### src/rtl/core/tga_stream_pixel_decoder_defines.svh
// ---------------------------------------------------------------------------
// TGA stream pixel decoder: assertion macros
// Shared macros for the concurrent assertions of the decoder modules.
// ---------------------------------------------------------------------------
`ifndef TGA_STREAM_PIXEL_DECODER_DEFINES_SVH
`define TGA_STREAM_PIXEL_DECODER_DEFINES_SVH

// Checked on every rising edge of clk_i outside reset.
`define TSPD_ASSERT(lbl, prop, msg) \
  lbl: assert property (@(posedge clk_i) disable iff (!rst_ni) prop) else $error(msg);

// Checked on every rising edge of clk_i, reset included.
`define TSPD_ASSERT_ALWAYS(lbl, prop, msg) \
  lbl: assert property (@(posedge clk_i) prop) else $error(msg);

`endif

### src/rtl/core/tspd_pkg.sv
// ---------------------------------------------------------------------------
// TGA stream pixel decoder package
// Types, codes and constants shared by the decoder modules.
// ---------------------------------------------------------------------------
`default_nettype none

package tspd_pkg;

  typedef enum logic [1:0] {
    PH_HEADER = 2'd0,
    PH_SKIP   = 2'd1,
    PH_PIXELS = 2'd2,
    PH_DONE   = 2'd3
  } phase_e;

  localparam int unsigned HDR_LEN = 18;

  localparam logic [1:0] KIND_INFO  = 2'd0;
  localparam logic [1:0] KIND_PIXEL = 2'd1;
  localparam logic [1:0] KIND_END   = 2'd2;

  localparam logic [2:0] ST_OK        = 3'd0;
  localparam logic [2:0] ST_SHORT     = 3'd1;
  localparam logic [2:0] ST_CMAP      = 3'd2;
  localparam logic [2:0] ST_TYPE      = 3'd3;
  localparam logic [2:0] ST_ALPHA     = 3'd4;
  localparam logic [2:0] ST_TRUNCATED = 3'd5;

  localparam logic [7:0] CMAP_ABSENT      = 8'd0;
  localparam logic [7:0] TYPE_TRUE_COLOUR = 8'd2;
  localparam logic [7:0] TYPE_GREY        = 8'd3;
  localparam logic [7:0] BPP_TRUE         = 8'd24;
  localparam logic [7:0] BPP_GRAY         = 8'd8;
  localparam logic [7:0] ALPHA_MASK       = 8'h0f;

  typedef struct packed {
    logic [1:0]  kind;
    logic [2:0]  status;
    logic [16:0] frame_width;
    logic [16:0] frame_height;
    logic [16:0] out_x;
    logic [16:0] out_row;
    logic [7:0]  blue;
    logic [7:0]  green;
    logic [7:0]  red;
    logic        last;
  } result_t;

  typedef struct packed {
    logic       main_vld;
    result_t    main;
    logic       eof_vld;
    logic [2:0] eof_status;
  } record_t;

endpackage

`default_nettype wire

### src/rtl/core/tspd_result_queue.sv
// ---------------------------------------------------------------------------
// TGA stream pixel decoder result queue
// Two-record queue splitting each record into results, one per unstalled cycle.
// ---------------------------------------------------------------------------
`default_nettype none

`include "tga_stream_pixel_decoder_defines.svh"

module tspd_result_queue (
  input  wire logic              clk_i,
  input  wire logic              rst_ni,
  input  wire logic              push_i,
  input  wire tspd_pkg::record_t push_rec_i,
  output logic                   full_o,
  output logic                   out_valid_o,
  input  wire logic              out_stall_i,
  output tspd_pkg::result_t      out_res_o
);

  tspd_pkg::record_t rec_q [2];
  tspd_pkg::record_t head;
  logic [1:0]        count_q;
  logic              wr_q;
  logic              rd_q;
  logic              fire;
  logic              pop;

  assign head        = rec_q[rd_q];
  assign full_o      = (count_q == 2'd2);
  assign out_valid_o = (count_q != 2'd0);
  assign fire        = out_valid_o && !out_stall_i;
  assign pop         = fire && !(head.main_vld && head.eof_vld);

  always_comb begin
    if (head.main_vld) begin
      out_res_o      = head.main;
      out_res_o.last = !head.eof_vld;
    end else begin
      out_res_o        = '0;
      out_res_o.kind   = tspd_pkg::KIND_END;
      out_res_o.status = head.eof_status;
      out_res_o.last   = 1'b1;
    end
  end

  always_ff @(posedge clk_i or negedge rst_ni) begin
    if (!rst_ni) begin
      count_q <= 2'd0;
      wr_q    <= 1'b0;
      rd_q    <= 1'b0;
    end else begin
      count_q <= count_q + {1'b0, push_i} - {1'b0, pop};
      if (push_i) begin
        wr_q <= !wr_q;
      end
      if (pop) begin
        rd_q <= !rd_q;
      end
    end
  end

  always_ff @(posedge clk_i) begin
    if (push_i) begin
      rec_q[wr_q] <= push_rec_i;
    end
    if (fire && !pop) begin
      rec_q[rd_q].main_vld <= 1'b0;
    end
  end

  `TSPD_ASSERT(a_no_push_when_full, push_i |-> !full_o, "push into a full result queue")
  `TSPD_ASSERT_ALWAYS(a_count_in_range, (!rst_ni || count_q != 2'd3), "result queue count out of range")
  `TSPD_ASSERT(a_split_shows_end,
    (fire && !pop) |=> (out_valid_o && out_res_o.kind == tspd_pkg::KIND_END && out_res_o.last),
    "end status did not follow the first result of a record")
  `TSPD_ASSERT(a_count_drops,
    (pop && !push_i) |=> (count_q == $past(count_q) - 2'd1),
    "queue count did not fall after the last result of a record")

endmodule

`default_nettype wire

### src/rtl/core/tga_stream_pixel_decoder.sv
// ---------------------------------------------------------------------------
// TGA stream pixel decoder
// Streaming decoder for uncompressed 24 bpp true-colour and 8 bpp grey TGA.
// ---------------------------------------------------------------------------
// The block takes one file byte per input transaction and can accept a byte
// in every cycle; each byte is decoded in the cycle it is accepted and its
// results enter a two-record output queue, so the input keeps flowing while
// one record waits to be taken and stalls only while two records wait. The
// output port delivers one result per cycle while out_stall_i is low: a byte
// that yields both a frame-info or pixel result and an end status gives two
// results, the info or pixel result first, and every other byte at most one.
// The first result appears at the earliest in the cycle after acceptance.
// After the byte flagged end_of_file the decoder expects a new header.
`default_nettype none

`include "tga_stream_pixel_decoder_defines.svh"

module tga_stream_pixel_decoder (
  input  wire logic        clk_i,
  input  wire logic        rst_ni,
  input  wire logic        in_valid_i,
  output logic             in_stall_o,
  input  wire logic [7:0]  in_byte_i,
  input  wire logic        end_of_file_i,
  output logic             out_valid_o,
  input  wire logic        out_stall_i,
  output logic [1:0]       kind_o,
  output logic [2:0]       status_o,
  output logic [16:0]      frame_width_o,
  output logic [16:0]      frame_height_o,
  output logic [16:0]      out_x_o,
  output logic [16:0]      out_row_o,
  output logic [7:0]       blue_o,
  output logic [7:0]       green_o,
  output logic [7:0]       red_o,
  output logic             last_of_run_o
);

  tspd_pkg::phase_e  phase_q, phase_d;
  logic [4:0]        hdr_idx_q, hdr_idx_d;
  logic [7:0]        hdr_q [tspd_pkg::HDR_LEN];
  logic [21:0]       skip_q, skip_d;
  logic [15:0]       col_q, col_d;
  logic [15:0]       row_q, row_d;
  logic [1:0]        chan_q, chan_d;
  logic [7:0]        held_b_q, held_b_d;
  logic [7:0]        held_g_q, held_g_d;
  logic [2:0]        err_q, err_d;

  logic              in_acc;
  logic              full;
  tspd_pkg::record_t rec;
  tspd_pkg::result_t out_res;

  logic [15:0]       img_w, img_h, org_x, org_y, cmap_len;
  logic [23:0]       cmap_bits;
  logic [24:0]       cmap_bits_rnd;
  logic [21:0]       skip_sum;
  logic [21:0]       skip_dec;
  logic [2:0]        hdr_err;
  logic [15:0]       col_inc, row_inc;
  logic              have_px;
  logic [7:0]        px_b, px_g, px_r;
  tspd_pkg::phase_e  next_after_skip;

  function automatic logic [2:0] check_hdr(input logic [7:0] map_code,
                                           input logic [7:0] image_code,
                                           input logic [7:0] bpp,
                                           input logic [7:0] desc);
    logic [2:0] st;
    st = tspd_pkg::ST_OK;
    if (map_code != tspd_pkg::CMAP_ABSENT) begin
      st = tspd_pkg::ST_CMAP;
    end else if (image_code == tspd_pkg::TYPE_TRUE_COLOUR) begin
      if (bpp != tspd_pkg::BPP_TRUE) begin
        st = tspd_pkg::ST_TYPE;
      end
    end else if (image_code == tspd_pkg::TYPE_GREY) begin
      if (bpp != tspd_pkg::BPP_GRAY) begin
        st = tspd_pkg::ST_TYPE;
      end
    end else begin
      st = tspd_pkg::ST_TYPE;
    end
    if (st == tspd_pkg::ST_OK && (desc & tspd_pkg::ALPHA_MASK) != 8'd0) begin
      st = tspd_pkg::ST_ALPHA;
    end
    return st;
  endfunction

  assign in_acc     = in_valid_i && !in_stall_o;
  assign in_stall_o = full;

  assign org_x    = {hdr_q[9], hdr_q[8]};
  assign org_y    = {hdr_q[11], hdr_q[10]};
  assign img_w    = {hdr_q[13], hdr_q[12]};
  assign img_h    = {hdr_q[15], hdr_q[14]};
  assign cmap_len = {hdr_q[6], hdr_q[5]};

  assign cmap_bits     = 24'(cmap_len) * 24'(hdr_q[7]);
  assign cmap_bits_rnd = {1'b0, cmap_bits} + 25'd7;
  assign skip_sum      = 22'(cmap_bits_rnd >> 3) + 22'(hdr_q[0]);
  assign skip_dec      = (skip_q != 22'd0) ? (skip_q - 22'd1) : skip_q;
  assign hdr_err       = check_hdr(hdr_q[1], hdr_q[2], hdr_q[16], in_byte_i);
  assign col_inc       = col_q + 16'd1;
  assign row_inc       = row_q + 16'd1;

  assign next_after_skip = (img_w != 16'd0 && img_h != 16'd0) ? tspd_pkg::PH_PIXELS
                                                              : tspd_pkg::PH_DONE;

  always_comb begin
    phase_d   = phase_q;
    hdr_idx_d = hdr_idx_q;
    skip_d    = skip_q;
    col_d     = col_q;
    row_d     = row_q;
    chan_d    = chan_q;
    held_b_d  = held_b_q;
    held_g_d  = held_g_q;
    err_d     = err_q;
    rec       = '0;
    have_px   = 1'b0;
    px_b      = in_byte_i;
    px_g      = in_byte_i;
    px_r      = in_byte_i;

    unique case (phase_q)
      tspd_pkg::PH_HEADER: begin
        hdr_idx_d = hdr_idx_q + 5'd1;
        if (hdr_idx_q == 5'(tspd_pkg::HDR_LEN - 1)) begin
          rec.main_vld          = 1'b1;
          rec.main.kind         = tspd_pkg::KIND_INFO;
          rec.main.status       = hdr_err;
          rec.main.frame_width  = {1'b0, org_x} + {1'b0, img_w};
          rec.main.frame_height = {1'b0, org_y} + {1'b0, img_h};
          err_d  = hdr_err;
          skip_d = skip_sum;
          col_d  = 16'd0;
          row_d  = 16'd0;
          chan_d = 2'd0;
          if (hdr_err != tspd_pkg::ST_OK) begin
            phase_d = tspd_pkg::PH_DONE;
          end else if (skip_sum != 22'd0) begin
            phase_d = tspd_pkg::PH_SKIP;
          end else begin
            phase_d = next_after_skip;
          end
        end
      end
      tspd_pkg::PH_SKIP: begin
        skip_d = skip_dec;
        if (skip_dec == 22'd0) begin
          phase_d = next_after_skip;
        end
      end
      tspd_pkg::PH_PIXELS: begin
        if (hdr_q[2] == tspd_pkg::TYPE_GREY) begin
          have_px = 1'b1;
        end else if (chan_q == 2'd0) begin
          held_b_d = in_byte_i;
          chan_d   = 2'd1;
        end else if (chan_q == 2'd1) begin
          held_g_d = in_byte_i;
          chan_d   = 2'd2;
        end else begin
          px_b    = held_b_q;
          px_g    = held_g_q;
          chan_d  = 2'd0;
          have_px = 1'b1;
        end
        if (have_px) begin
          rec.main_vld     = 1'b1;
          rec.main.kind    = tspd_pkg::KIND_PIXEL;
          rec.main.out_x   = {1'b0, org_x} + {1'b0, col_q};
          rec.main.out_row = {1'b0, img_h - 16'd1 - row_q};
          rec.main.blue    = px_b;
          rec.main.green   = px_g;
          rec.main.red     = px_r;
          col_d = col_inc;
          if (col_inc >= img_w) begin
            col_d = 16'd0;
            row_d = row_inc;
            if (row_inc >= img_h) begin
              phase_d = tspd_pkg::PH_DONE;
            end
          end
        end
      end
      tspd_pkg::PH_DONE: begin
      end
      default: begin
      end
    endcase

    if (end_of_file_i) begin
      rec.eof_vld = 1'b1;
      if (phase_d == tspd_pkg::PH_HEADER) begin
        rec.eof_status = tspd_pkg::ST_SHORT;
      end else if (phase_d == tspd_pkg::PH_DONE) begin
        rec.eof_status = err_d;
      end else begin
        rec.eof_status = tspd_pkg::ST_TRUNCATED;
      end
      phase_d   = tspd_pkg::PH_HEADER;
      hdr_idx_d = 5'd0;
      skip_d    = 22'd0;
      col_d     = 16'd0;
      row_d     = 16'd0;
      chan_d    = 2'd0;
      held_b_d  = 8'd0;
      held_g_d  = 8'd0;
      err_d     = tspd_pkg::ST_OK;
    end
  end

  always_ff @(posedge clk_i or negedge rst_ni) begin
    if (!rst_ni) begin
      phase_q   <= tspd_pkg::PH_HEADER;
      hdr_idx_q <= 5'd0;
      skip_q    <= 22'd0;
      col_q     <= 16'd0;
      row_q     <= 16'd0;
      chan_q    <= 2'd0;
      held_b_q  <= 8'd0;
      held_g_q  <= 8'd0;
      err_q     <= tspd_pkg::ST_OK;
    end else if (in_acc) begin
      phase_q   <= phase_d;
      hdr_idx_q <= hdr_idx_d;
      skip_q    <= skip_d;
      col_q     <= col_d;
      row_q     <= row_d;
      chan_q    <= chan_d;
      held_b_q  <= held_b_d;
      held_g_q  <= held_g_d;
      err_q     <= err_d;
    end
  end

  always_ff @(posedge clk_i) begin
    if (in_acc && phase_q == tspd_pkg::PH_HEADER) begin
      hdr_q[hdr_idx_q] <= in_byte_i;
    end
  end

  tspd_result_queue u_queue (
    .clk_i       (clk_i),
    .rst_ni      (rst_ni),
    .push_i      (in_acc && (rec.main_vld || rec.eof_vld)),
    .push_rec_i  (rec),
    .full_o      (full),
    .out_valid_o (out_valid_o),
    .out_stall_i (out_stall_i),
    .out_res_o   (out_res)
  );

  assign kind_o         = out_res.kind;
  assign status_o       = out_res.status;
  assign frame_width_o  = out_res.frame_width;
  assign frame_height_o = out_res.frame_height;
  assign out_x_o        = out_res.out_x;
  assign out_row_o      = out_res.out_row;
  assign blue_o         = out_res.blue;
  assign green_o        = out_res.green;
  assign red_o          = out_res.red;
  assign last_of_run_o  = out_res.last;

  `TSPD_ASSERT(a_eof_restarts,
    (in_acc && end_of_file_i) |=> (phase_q == tspd_pkg::PH_HEADER && hdr_idx_q == 5'd0),
    "decoder did not restart after the end of file")
  `TSPD_ASSERT(a_pixel_position,
    (phase_q == tspd_pkg::PH_PIXELS) |-> (col_q < img_w && row_q < img_h),
    "pixel position outside the image")
  `TSPD_ASSERT(a_header_index,
    (phase_q == tspd_pkg::PH_HEADER) |-> (hdr_idx_q < 5'(tspd_pkg::HDR_LEN)),
    "header index beyond the header length")

endmodule

`default_nettype wire

### config.mk
export PLATFORM = sky130hd
export DESIGN_NAME = tga_stream_pixel_decoder
export DESIGN_NICKNAME = d
export VERILOG_FILES = /design/src/rtl/core/tspd_pkg.sv /design/src/rtl/core/tspd_result_queue.sv /design/src/rtl/core/tga_stream_pixel_decoder.sv
export VERILOG_INCLUDE_DIRS = /design/src /design/src/rtl/core
export SDC_FILE = /design/constraint.sdc
export NUM_CORES = 1
export LEC_CHECK = 0
export ABC_AREA = 1
export BUFFER_PORTS_ARGS = -buffer_cell sky130_fd_sc_hd__buf_4
export CAP_MARGIN = 10
export CORE_MARGIN = 2
export CORE_UTILIZATION = 35
export CTS_CLUSTER_DIAMETER = 100
export CTS_CLUSTER_SIZE = 24
export DETAILED_ROUTE_END_ITERATION = 7
export PLACE_DENSITY_LB_ADDON = 0.08
export RECOVER_POWER = 25
export SLEW_MARGIN = 40
export SYNTH_ARGS = -nofsm -noshare
export SYNTH_HDL_FRONTEND = slang
export SYNTH_SLANG_ARGS = --single-unit
export TNS_END_PERCENT = 50
### constraint.sdc
create_clock -name clk_i -period 6.79 [get_ports clk_i]
set_clock_uncertainty 0.15 [all_clocks]
set_input_delay 1.358 -clock clk_i [delete_from_list [all_inputs] [get_ports clk_i]]
set_output_delay 1.358 -clock clk_i [all_outputs]
set_load 0.01 [all_outputs]
# Word-level counts from Yosys, hierarchy flattened
# Memories as Yosys holds them, arrays and structs flattened.
# Cells that the tools add are included.
dict set report word_totals {
  register_bits 86
  ramBits 348
  input_bits 13
  out_inout_bits 100
  n_memories 2
}
dict set report classes {
  n_addsub 13
  mul 1
  n_lt_le_gt_ge 2
  n_eq_ne 16
  muxes 74
  n_reduce_logical 42
}
# memory depth width read_ports rd_clocked_by_memory_dff wr line
set memory_table {}
lappend memory_table {u_queue.rec_q 2 102 1 0 2 tspd_result_queue.sv:20} ;# tspd_pkg::record_t rec_q [2];
lappend memory_table {hdr_q 18 8 15 0 1 tga_stream_pixel_decoder.sv:41} ;# logic [7:0] hdr_q [tspd_pkg::HDR_LEN];
# cell count
set op_table {}
lappend op_table {{58-bit 2-to-1 mux} 2}
lappend op_table {{16-bit 2-to-1 mux} 7}
lappend op_table {{8-bit 2-to-1 mux} 14}
lappend op_table {{98-bit 2-to-1 mux} 1}
lappend op_table {{22-bit 2-to-1 mux} 3}
lappend op_table {{16-bit one-hot mux with 2 select lines} 2}
lappend op_table {{16-bit by 16-bit adder with 17-bit output} 3}
lappend op_table {{22-bit one-hot mux with 2 select lines} 1}
lappend op_table {{22-bit nonzero test} 2}
lappend op_table {{40-bit 2-to-1 mux} 1}
lappend op_table {{37-bit 2-to-1 mux} 1}
lappend op_table {{16-bit by 1-bit adder with 16-bit output, second input constant} 2}
lappend op_table {{16-bit >= comparator} 2}
lappend op_table {{16-bit nonzero test} 2}
lappend op_table {{2-bit 2-to-1 mux} 15}
lappend op_table {{3-bit 2-to-1 mux} 10}
lappend op_table {{24-bit by 3-bit adder with 25-bit output, second input constant} 1}
lappend op_table {{16-bit by 8-bit multiplier with 24-bit output} 1}
lappend op_table {{22-bit by 8-bit adder with 22-bit output} 1}
lappend op_table {{22-bit logical NOT} 1}
lappend op_table {{22-bit by 1-bit subtractor with 22-bit output, second input constant} 1}
lappend op_table {{8-bit by 2-bit equality test with 1-bit output, second input constant} 2}
lappend op_table {{4-bit AND reduction} 4}
lappend op_table {{8-bit nonzero test} 2}
lappend op_table {{other kinds (28)} 67}

# Logic depth before layout (Yosys ltp)
# Gate-level depths: netlist of run 1.
# An unclocked memory read counts as a cell.
dict set report logic_depth {
  depth_word 21
  depth_mapped 40
  depth_no_buf 38
}

# Hierarchy
# Synthesis of run 1 repeated with hierarchy kept, for this count alone.
dict set report unflattened {
  hier_cells 3255
  hier_area_um2 27042.2
}
# module n_inst cells_each area_each_um2 seq_area_each_um2
set by_module_without_submodules {}
lappend by_module_without_submodules {tga_stream_pixel_decoder 1 2482 18611.6 5655.4}
lappend by_module_without_submodules {tspd_result_queue 1 773 8430.6 6206.0}

# Least setup slack after synthesis of run 1
# No wires, ideal clock.
dict set report synth_timing {
  path_type {input port to flip-flop}
  startpoint {input end_of_file_i}
  endpoint {memory u_queue.rec_q[1][0] (netlist bit), enable pin}
  setup_time_ps 562
  arrival_time_ps 6616
  required_ps 6078
  path_slack_ps -538
  path_stages 10
  n_path_buf 2
  path_cell_list {buf_2 inv_1 nand3_1 nand2_1 a21oi_1 inv_1 a21oi_1 buf_2 inv_2 nor2_1}
}
# element line
set synth_rtl {}
lappend synth_rtl {{start, declared} tga_stream_pixel_decoder.sv:24} ;# input wire logic end_of_file_i,
lappend synth_rtl {{end, declared} tspd_result_queue.sv:20}

==> results of run 1 <==
## worst reg2reg max path: cells and delay by family (launching register included)
family,cells,cell delay (ns)
simple gates,21,2.12
compound gates,2,0.32
flops,1,0.47
xor+xnor,1,0.16
fa+ha+maj,6,2.81
buf+inv,3,0.13
## kinds of logic after synthesis
| family | synth area share (%) |
|---|---|
| AND/OR/NAND/NOR | 22.2 |
| adder cells (fa/ha/maj) | 14.1 |
| multiplexers | 0.112 |
| flip-flops | 44.0 |
| AO/OA/AOI/OAI | 8.76 |
| buffers and inverters | 9.14 |
| other | 0.0140 |
| XOR/XNOR | 1.67 |
## metrics by stage
step	cell area, um^2	setup slack, ns	power, mW	hold WS (ns)	TNS [ns]
6_report	29700	0.412	8.66	0.345	0
3_5_place_dp	28700	0.0798	7.16	0.323	0
4_1_cts	29500	0.116	8.81	0.348	0
3_3_place_gp	28700	0.161	7.14	0.319	0
5_1_grt	29700	0.0103	9.33	0.377	0
2_1_floorplan	26700	-0.511	5.66	0.303	-51.08
## Yosys cell counts (all sizes together)
| cell | count |
|---|---|
| clkinv | 4 |
| a32o | 1 |
| a21oi | 186 |
| or2 | 5 |
| nand2 | 948 |
| conb | 1 |
| a41oi | 1 |
| o211ai | 4 |
| nand3 | 131 |
| inv | 546 |
| o21a | 2 |
| dfrtp | 86 |
| a21boi | 5 |
| xor2 | 49 |
| nor3b | 3 |
| o21bai | 10 |
| o2bb2ai | 2 |
| a22oi | 9 |
| a221oi | 1 |
| nor3 | 38 |
| o22ai | 24 |
| nor2 | 238 |
| o31ai | 5 |
| dfxtp | 2 |
| xnor2 | 2 |
| fa | 88 |
| nand3b | 6 |
| o41ai | 1 |
| o21ai | 162 |
| clkbuf | 81 |
| nand4 | 30 |
| and3 | 1 |
| a221o | 1 |
| a21o | 3 |
| mux2i | 3 |
| edfxtp | 318 |
| nor4 | 13 |
| ha | 161 |
| buf | 12 |
| a31oi | 9 |
| a211oi | 3 |
## power by group through the flow
stage	combinational (mW)	clock, mW	sequential, mW
after CTS	3.66	1.70	3.46
after global placement	3.63	0	3.51
final	3.58	1.63	3.45
after detailed placement	3.65	0	3.51
after floorplan	2.22	0	3.44
after global routing	4.04	1.78	3.51
## cell type report
| class | count | area [um^2] | area share [%] |
|---|---|---|---|
| flip-flops and latches | 406 | 11700 | 39.6 |
| clock buffers | 34 | 659 | 2.22 |
| clock inverters | 10 | 133 | 0.447 |
| multi-input cells | 2146 | 12600 | 42.5 |
| repair buffers | 162 | 1240 | 4.18 |
| inverters | 550 | 2070 | 6.97 |
| well taps | 978 | 1220 | 4.12 |
## layer usage
layer / track usage, % / up-vias
met5: 0 / -
met4: 4.40 / 0
met3: 1.55 / 83
met2: 34.1 / 363
met1: 24.8 / 10100
li1: - / 10500
## worst max path at each step
stage,end,depth (start not counted),from
final,u_queue.rec_q[1][2]$_DFFE_PP_,33,hdr_q[5][2]$_DFFE_PP_
after global placement,u_queue.rec_q[1][2]$_DFFE_PP_,33,hdr_q[5][4]$_DFFE_PP_
after floorplan,u_queue.rec_q[0][0]$_DFFE_PP_,10,end_of_file_i
after CTS,u_queue.rec_q[1][2]$_DFFE_PP_,33,hdr_q[5][4]$_DFFE_PP_
after global routing,u_queue.rec_q[0][2]$_DFFE_PP_,34,hdr_q[7][4]$_DFFE_PP_
after detailed placement,u_queue.rec_q[0][2]$_DFFE_PP_,33,hdr_q[5][4]$_DFFE_PP_
## what timing repair did
item / in CTS / in global routing
endpoints found under the setup margin: 0 / 8
resized for setup: 0 / 17
buffers inserted: 0 / 17
hold buffers: 0 / 0
## state kept, by name (all words and copies together) (netlist names), 3 cells and up
name / cells
u_queue.rec_q: 200
hdr_q: 120
skip_q: 22
col_q: 16
row_q: 16
held_b_q: 8
held_g_q: 8
hdr_idx_q: 5
err_q: 3
==> results_dict.tcl, run 1 <==
set metrics [dict create \
    critPathTopFamily "adder cells" \
    yosysTopAreaCell "edfxtp_1" \
    clk-insertion-delay-late_ns 0.59 \
    synth.distinct_cells 59 \
    wl_per_cell_um 17.3 \
    r2r_setup_slack_ns 0.41 \
    rsz0062_at_grt "false" \
    globalRouteTotalUtil_pct 19.0 \
    dp_cells 4225 \
    cpMaxStageDelayCell "fa_1" \
    slew_headroom_pct -89.0 \
    totalWireLength_mm 74.1 \
    holdCritStartpoint "err_q[2]$_DFFE_PN0P_" \
    finalHoldViolCount 0 \
    final_cells 4286 \
    p_leak_nw 14.3 \
    grt_pass1_wl_mm 118 \
    die_w_um 280 \
    netlist_area_um2 26700 \
    die_h_um 280 \
    cts_max_path_buffers 3 \
    mostFrequentLayoutCells "nand2_1, inv_1, edfxtp_1, nor2_1, a21oi_1" \
    cts_root_buf "clkbuf_16" \
    grt.overflow.total 0 \
    fmax_mhz 157 \
    min_to "err_q[2]$_DFFE_PN0P_" \
    crit_top_cell "nand2_1" \
    min_path_type "reg -> reg" \
    hpwl_mm 55.2 \
    place.gp.congestion 0.856 \
    antennaDiodeCount 0 \
    synthCells 3195 \
    syn_area_per_cell_um2 8.36 \
    mostFrequentLayoutCell "nand2_1" \
    power.share.clock_pct 18.8 \
    top_layer_used "met4" \
    worst_slew_pin_slew_ns 2.84 \
    drive_above_1_share_pct 8.80 \
    core_area_um2 75700 \
    r2r_start "hdr_q[5][2]$_DFFE_PP_" \
    switching_share_pct 40.8 \
    power_density_nw_per_um2 292 \
    final_util_pct 39.2 \
    ir_worst_vdd_mv 0.206 \
    route.detailed.drc 0 \
    num_io_pins 113 \
    met2_length_mm 37.1 \
    pwr-share-seq_pct 39.9 \
    critPathLaunchType "flip-flop" \
    cts_tree "done" \
    path_max_fanout 6 \
    yosys_warnings 0 \
    cp-end-kind "flip-flop" \
    wl_met3_mm 2.34 \
    setup.worst_path.class "reg -> reg" \
    internal-power_mw 5.12 \
    holdPathStages 2 \
    area_growth_pct 11.1 \
    worst-path-buf-inv 3 \
    fillers 7747 \
    status "finished, violations left" \
    synth_area_leaders "edfxtp_1, nand2_1, dfrtp_1, ha_1, inv_1" \
    clkTransAtPathRegs_ns 0.10 \
    antenna_found_initial 2 \
    slew_viol_final 233 \
    violations "max-capacitance violations, max-slew violations" \
    finalNetCount 3552 \
    cp.arrival_ns 6.59 \
    min_period_ns 6.38 \
    rows 101 \
    critPathRequiredTime_ns 7.00 \
    io_buffers 111 \
    maxCapViolations 9 \
    first_pass_iters 5 \
    timing.final.crit_share_pct 93.9 \
    cts_num_sinks 406 \
    h-tree-depth 1 \
    drt_iter0_drc 1302 \
    yosysSeqAreaShare_pct 44.0 \
    synth_top_area_share_pct 35.8 \
    floorplan.initialDensity_pct 35.3 \
    pwr-share-comb_pct 41.3 \
    cts_made_buffers 24 \
    grt_pass1_vias 21000 \
    vias 21000 \
    avgViaCountPerCell 4.90 \
    setup_viol 0 \
    wl_met1_mm 33.0 \
    ys_seq_elements 406 \
    grt_max_degree 62 \
    timing.rr.end "u_queue.rec_q[1][2]$_DFFE_PP_" \
    dieArea_um2 78500 \
    synth_fp_nets 3457 \
    switching_power_mw 3.54 \
    slowest_delay_ns 0.59 \
    ant_nets 0 \
    r2r_cells 33 \
]
No activity file was read; power rests on OpenSTA's default activity.
==> run 2: changes to the inputs <==
Settings changed: BUFFER_PORTS_ARGS -buffer_cell sky130_fd_sc_hd__buf_4 to default, DONT_BUFFER_PORTS from default to 1.
Clock period 6.79 ns to 7.35 ns, I/O delays scaled along.
==> run 2 against run 1 <==
  * The flow now finishes without violations
  * Via count decreased by 3.2%
  * Fmax decreased by 5.7%
  * Routed wire length decreased by 2.1%
  * First-iteration DRC count increased by 0.31%
  * Global-route usage decreased by 0.51 points
  * Critical endpoint unchanged
  * Largest power group is now registers
==> results_dict.tcl, run 2 (same netlist as run 1, synthesis figures left out) <==
set metrics [dict create \
    status "complete, no violations" \
    globalRouteTotalUtil_pct 18.5 \
    maxCapViolations 0 \
    cp_num_cells 33 \
    power_density_nw_per_um2 262 \
    slowest_delay_ns 0.54 \
    ir_worst_vdd_mv 0.270 \
    multi_input_area_um2 12600 \
    finalNetCount 3415 \
    wl_per_cell_um 17.5 \
    timing.rr.end "u_queue.rec_q[1][2]$_DFFE_PP_" \
    cp-end-kind "flip-flop" \
    drt_iter0_drc 1306 \
    drive_above_1_share_pct 5.02 \
    num_io_pins 113 \
    first_pass_iters 7 \
    grt_pass1_wl_mm 115 \
    largest_registers "u_queue.rec_q (200), hdr_q (120), skip_q (22)" \
    crit_path_start "hdr_q[5][0]$_DFFE_PP_" \
    setup_ws_ns 0.587 \
    dieArea_um2 78500 \
    rsz0062_at_grt "false" \
    ant_nets 0 \
    mostFrequentLayoutCell "nand2_1" \
    fillers 7728 \
    slew_headroom_pct 44.8 \
    crit_top_cell "nand2_1" \
    cpMaxStageDelayCell "edfxtp_1" \
    die_h_um 280 \
    hpwl_mm 53.9 \
    cts_made_buffers 25 \
    regMostFlops "u_queue.rec_q" \
    min_period_ns 6.76 \
    grt_max_degree 102 \
    worst_slew_pin_slew_ns 0.828 \
    fmax_mhz 148 \
    vias 20300 \
    r2r_cells 33 \
    grt.overflow.total 0 \
    finalHoldViolCount 0 \
    die_w_um 280 \
    crit_path_end "u_queue.rec_q[1][2]$_DFFE_PP_" \
    cts_num_sinks 406 \
    postCtsResizedCells 0 \
    worst-path-buf-inv 3 \
    antenna_found_initial 1 \
    cts_max_path_buffers 3 \
    p_leak_nw 13.6 \
    path_max_fanout 9 \
    cts_tree "done" \
    floorplan.initialDensity_pct 35.3 \
    place.gp.congestion 0.855 \
    slew_viol_final 0 \
    cts_root_buf "clkbuf_16" \
    grt_pass1_vias 20100 \
    rows 101 \
    clkTransAtPathRegs_ns 0.10 \
    pre_cts_ws_ns 0.354 \
    area_growth_pct 7.17 \
    r2r_start "hdr_q[5][0]$_DFFE_PP_" \
    totalWireLength_mm 72.5 \
    critPathRequiredTime_ns 7.56 \
    route.detailed.drc 0 \
    p_total_mw 7.49 \
    avgViaCountPerCell 4.90 \
    min_path_type "reg -> reg" \
    io_buffers 0 \
    clk-insertion-delay-late_ns 0.60 \
    timing.final.crit_share_pct 92.0 \
    critPathTopFamily "adder cells" \
    core_area_um2 75700 \
    critPathLaunchType "flip-flop" \
    r2r_setup_slack_ns 0.59 \
    antennaDiodeCount 0 \
    cp.arrival_ns 6.97 \
    mostFrequentLayoutCells "nand2_1, inv_1, edfxtp_1, nor2_1, a21oi_1" \
    largest_reg_flops 200 \
    setup.worst_path.class "reg -> reg" \
    register_area_um2 11700 \
    h-tree-depth 1 \
    setup_viol 0 \
]
## run 2: cell count changes in the layout (fill, tap and decap cells not counted), sizes merged
cell    before  now
clkbuf      45   33
buf        151   23
clkinv      10    9
inv        550  553
## run 2: worst reg2reg max path: cells and delay by family, from the launching register on
kind / cells / cell delay, ns
adder cells (fa/ha/maj): 6 / 2.87
AND/OR/NAND/NOR: 21 / 2.30
flip-flops: 1 / 0.54
AO/OA/AOI/OAI: 2 / 0.37
buffers and inverters: 3 / 0.16
XOR/XNOR: 1 / 0.16
## run 2: worst min path at each step
stage | slack (ns) | end | cells past startpoint | startpoint
floorplan | 0.30 | err_q[0]$_DFFE_PN0P_ | 2 | err_q[0]$_DFFE_PN0P_
global placement | 0.32 | err_q[0]$_DFFE_PN0P_ | 2 | err_q[0]$_DFFE_PN0P_
detailed placement | 0.32 | err_q[0]$_DFFE_PN0P_ | 2 | err_q[0]$_DFFE_PN0P_
global route | 0.36 | err_q[1]$_DFFE_PN0P_ | 2 | err_q[1]$_DFFE_PN0P_
CTS | 0.35 | err_q[0]$_DFFE_PN0P_ | 2 | err_q[0]$_DFFE_PN0P_
finish | 0.34 | err_q[0]$_DFFE_PN0P_ | 2 | err_q[0]$_DFFE_PN0P_
## run 2: final cells by class
class                           instances  share of cell area, %
Multi-Input combinational cell       2146                   43.9
Sequential cell                       406                   41.0
Inverter                              550                   7.22
Tap cell                              978                   4.28
Clock buffer                           32                   2.35
Timing Repair Buffer                   24                  0.673
Clock inverter                         12                  0.551
## run 2: per-stage QoR
stage / util, % / cells / area (um^2) / TNS [ns] / hold WS [ns]
global placement: 36.7 / 4102 / 27800 / 0 / 0.317
global route: 37.8 / 4148 / 28600 / 0 / 0.364
detailed placement: 36.7 / 4102 / 27800 / 0 / 0.324
finish: 37.8 / 4148 / 28600 / 0 / 0.342
floorplan: - / 3195 / 26700 / -6.28 / 0.303
CTS: 37.8 / 4146 / 28600 / 0 / 0.349
## run 2: where the power goes
group	internal, mW	total (mW)	switching (mW)
registers	2.97	3.20	0.228
logic	0.701	2.75	2.05
clock network	0.690	1.55	0.858
## run 2: layer usage
metal / vias up / routed length (um) / GRT usage (%)
li1: 10200 / - / -
met1: 9830 / 33200 / 24.6
met2: 262 / 36600 / 33.3
met3: 55 / 1810 / 1.47
met4: 0 / 991 / 3.09
met5: - / 0 / 0
## run 2: repair_timing
item | in CTS | in global routing
buffers inserted | 0 | 2
endpoints found under the setup margin | 0 | 6
hold buffers | 0 | 0
==> run 3: changes to the inputs <==
Settings changed: RECOVER_POWER 25 to 50.
==> run 3 against run 2 <==
  * The flow now finishes with violations (max-capacitance violations, max-slew violations)
  * Non-clock buffer count unchanged
  * Largest cell class unchanged
  * Clock-buffer cell count unchanged
  * Design area is 0.12% lower
  * Highest routed layer unchanged
  * Largest power group unchanged
  * Routed wire length about the same
  * Critical endpoint unchanged
  * Sequential share of layout area is essentially flat
  * Worst hold slack hardly changed
  * First-iteration DRC count increased by 1.6%
  * Worst setup slack worse by 0.0053 ns
  * Flip-flop and latch count unchanged
  * Global-route usage unchanged
  * Total power is essentially flat
  * Sequential power about the same
==> results_dict.tcl, run 3 (same netlist as run 1, synthesis figures left out) <==
set metrics [dict create \
    antenna_found_initial 1 \
    regMostFlops "u_queue.rec_q" \
    min_path_type "reg -> reg" \
    wl_per_cell_um 17.5 \
    dieArea_um2 78500 \
    cts_root_buf "clkbuf_16" \
    largest_reg_flops 200 \
    io_buffers 0 \
    critPathRequiredTime_ns 7.56 \
    critPathLaunchType "flip-flop" \
    timing.hold.ws_ns 0.342 \
    cts_max_path_buffers 3 \
    r2r_setup_slack_ns 0.58 \
    dp_cells 4102 \
    cpMaxStageDelayCell "edfxtp_1" \
    setup_viol 0 \
    die_h_um 280 \
    slew_viol_final 31 \
    stdcell_area_um2 28600 \
    drt_iter0_drc 1327 \
    first_pass_iters 7 \
    timing.rr.end "u_queue.rec_q[1][2]$_DFFE_PP_" \
    core_area_um2 75700 \
    grt_pass1_wl_mm 115 \
    status "finished, violations left" \
    crit_path_start "hdr_q[5][0]$_DFFE_PP_" \
    crit_top_cell "nand2_1" \
    fmax_mhz 148 \
    clk-insertion-delay-late_ns 0.60 \
    drive_above_1_share_pct 4.70 \
    min_period_ns 6.77 \
    place.gp.congestion 0.855 \
    fin_tns_setup_ns 0 \
    antennaDiodeCount 0 \
    maxCapViolations 1 \
    h-tree-depth 1 \
    ctsHoldBuffers 0 \
    globalRouteTotalUtil_pct 18.5 \
    r2r_cells 33 \
    grt_pass1_vias 20100 \
    p_total_mw 7.49 \
    avgViaCountPerCell 4.90 \
    mostFrequentLayoutCells "nand2_1, inv_1, edfxtp_1, nor2_1, a21oi_1" \
    ant_nets 0 \
    floorplan.initialDensity_pct 35.3 \
    num_io_pins 113 \
    cts_made_buffers 25 \
    slew_headroom_pct -13.8 \
    power_density_nw_per_um2 262 \
    totalWireLength_mm 72.5 \
    setup.worst_path.class "reg -> reg" \
    p_leak_nw 13.6 \
    violations "max-capacitance violations, max-slew violations" \
    cts_tree "done" \
    area_growth_pct 7.05 \
    rsz0062_at_grt "false" \
    cts_num_sinks 406 \
    r2r_start "hdr_q[5][0]$_DFFE_PP_" \
    crit_path_end "u_queue.rec_q[1][2]$_DFFE_PP_" \
    placed_area_um2 27800 \
    mostFrequentLayoutCell "nand2_1" \
    rows 101 \
    worst_slew_pin_slew_ns 1.71 \
    vias 20300 \
    fillers 7732 \
    grt_max_degree 102 \
    grt.overflow.total 0 \
    die_w_um 280 \
    path_max_fanout 9 \
    hpwl_mm 53.9 \
    cp-end-kind "flip-flop" \
    timing.final.crit_share_pct 92.1 \
    finalHoldViolCount 0 \
    cp.arrival_ns 6.98 \
    largest_registers "u_queue.rec_q (200), hdr_q (120), skip_q (22)" \
    final_cells 4148 \
    finalNetCount 3415 \
    ir_worst_vdd_mv 0.271 \
    route.detailed.drc 0 \
    slowest_delay_ns 0.54 \
    clkTransAtPathRegs_ns 0.10 \
]
==> run 3: layout make-up <==
cell class,instances,area [um^2],area share [%]
flip-flops and latches,406,11700,41.1
clock inverters,12,158,0.551
inverters,550,2070,7.23
well taps,978,1220,4.28
clock buffers,32,672,2.35
multi-input cells,2146,12500,43.9
repair buffers,24,185,0.648
==> run 3: power by group <==
group	total (mW)	switching [mW]	internal (mW)
Clock	1.54	0.855	0.690
Sequential	3.20	0.229	2.97
Combinational	2.74	2.05	0.698
Total	7.49	3.13	4.36
==> run 3: what timing repair did <==
item,CTS,global route
setup buffers,0,2
endpoints found under the setup margin,0,6
hold endpoints to repair,0,0
resized for setup,0,0
==> run 3: how the worst min path moves through the flow <==
| stage | to | depth (start not counted) | slack [ns] | startpoint |
|---|---|---|---|---|
| after global routing | err_q[1]$_DFFE_PN0P_ | 2 | 0.36 | err_q[1]$_DFFE_PN0P_ |
| after floorplan | err_q[0]$_DFFE_PN0P_ | 2 | 0.30 | err_q[0]$_DFFE_PN0P_ |
| after detailed placement | err_q[0]$_DFFE_PN0P_ | 2 | 0.32 | err_q[0]$_DFFE_PN0P_ |
| after global placement | err_q[0]$_DFFE_PN0P_ | 2 | 0.32 | err_q[0]$_DFFE_PN0P_ |
| final | err_q[0]$_DFFE_PN0P_ | 2 | 0.34 | err_q[0]$_DFFE_PN0P_ |
| after CTS | err_q[0]$_DFFE_PN0P_ | 2 | 0.35 | err_q[0]$_DFFE_PN0P_ |
==> run 3: critical path: cells and delay by family (launching register included) <==
kind / cells / cell delay [ns]
xor gates and xnor gates: 1 / 0.16
adders and majority gates: 6 / 2.87
and+or+nand+nor: 21 / 2.31
buffers and inverters: 3 / 0.16
AOI/OAI and AO/OA: 2 / 0.37
DFF: 1 / 0.54
==> run 3: layer usage <==
metal | track usage (%) | wire length (um) | up-vias
li1 | - | - | 10200
met1 | 24.6 | 33200 | 9818
met2 | 33.3 | 36500 | 281
met3 | 1.47 | 1880 | 53
met4 | 3.09 | 968 | 0
met5 | 0 | 0 | -
==> run 3: per-stage QoR <==
stage,setup WS (ns),util (%)
after floorplan,-0.0628,-
after global placement,0.518,36.7
after detailed placement,0.354,36.7
after CTS,0.371,37.8
after global routing,0.0241,37.8
final,0.581,37.8
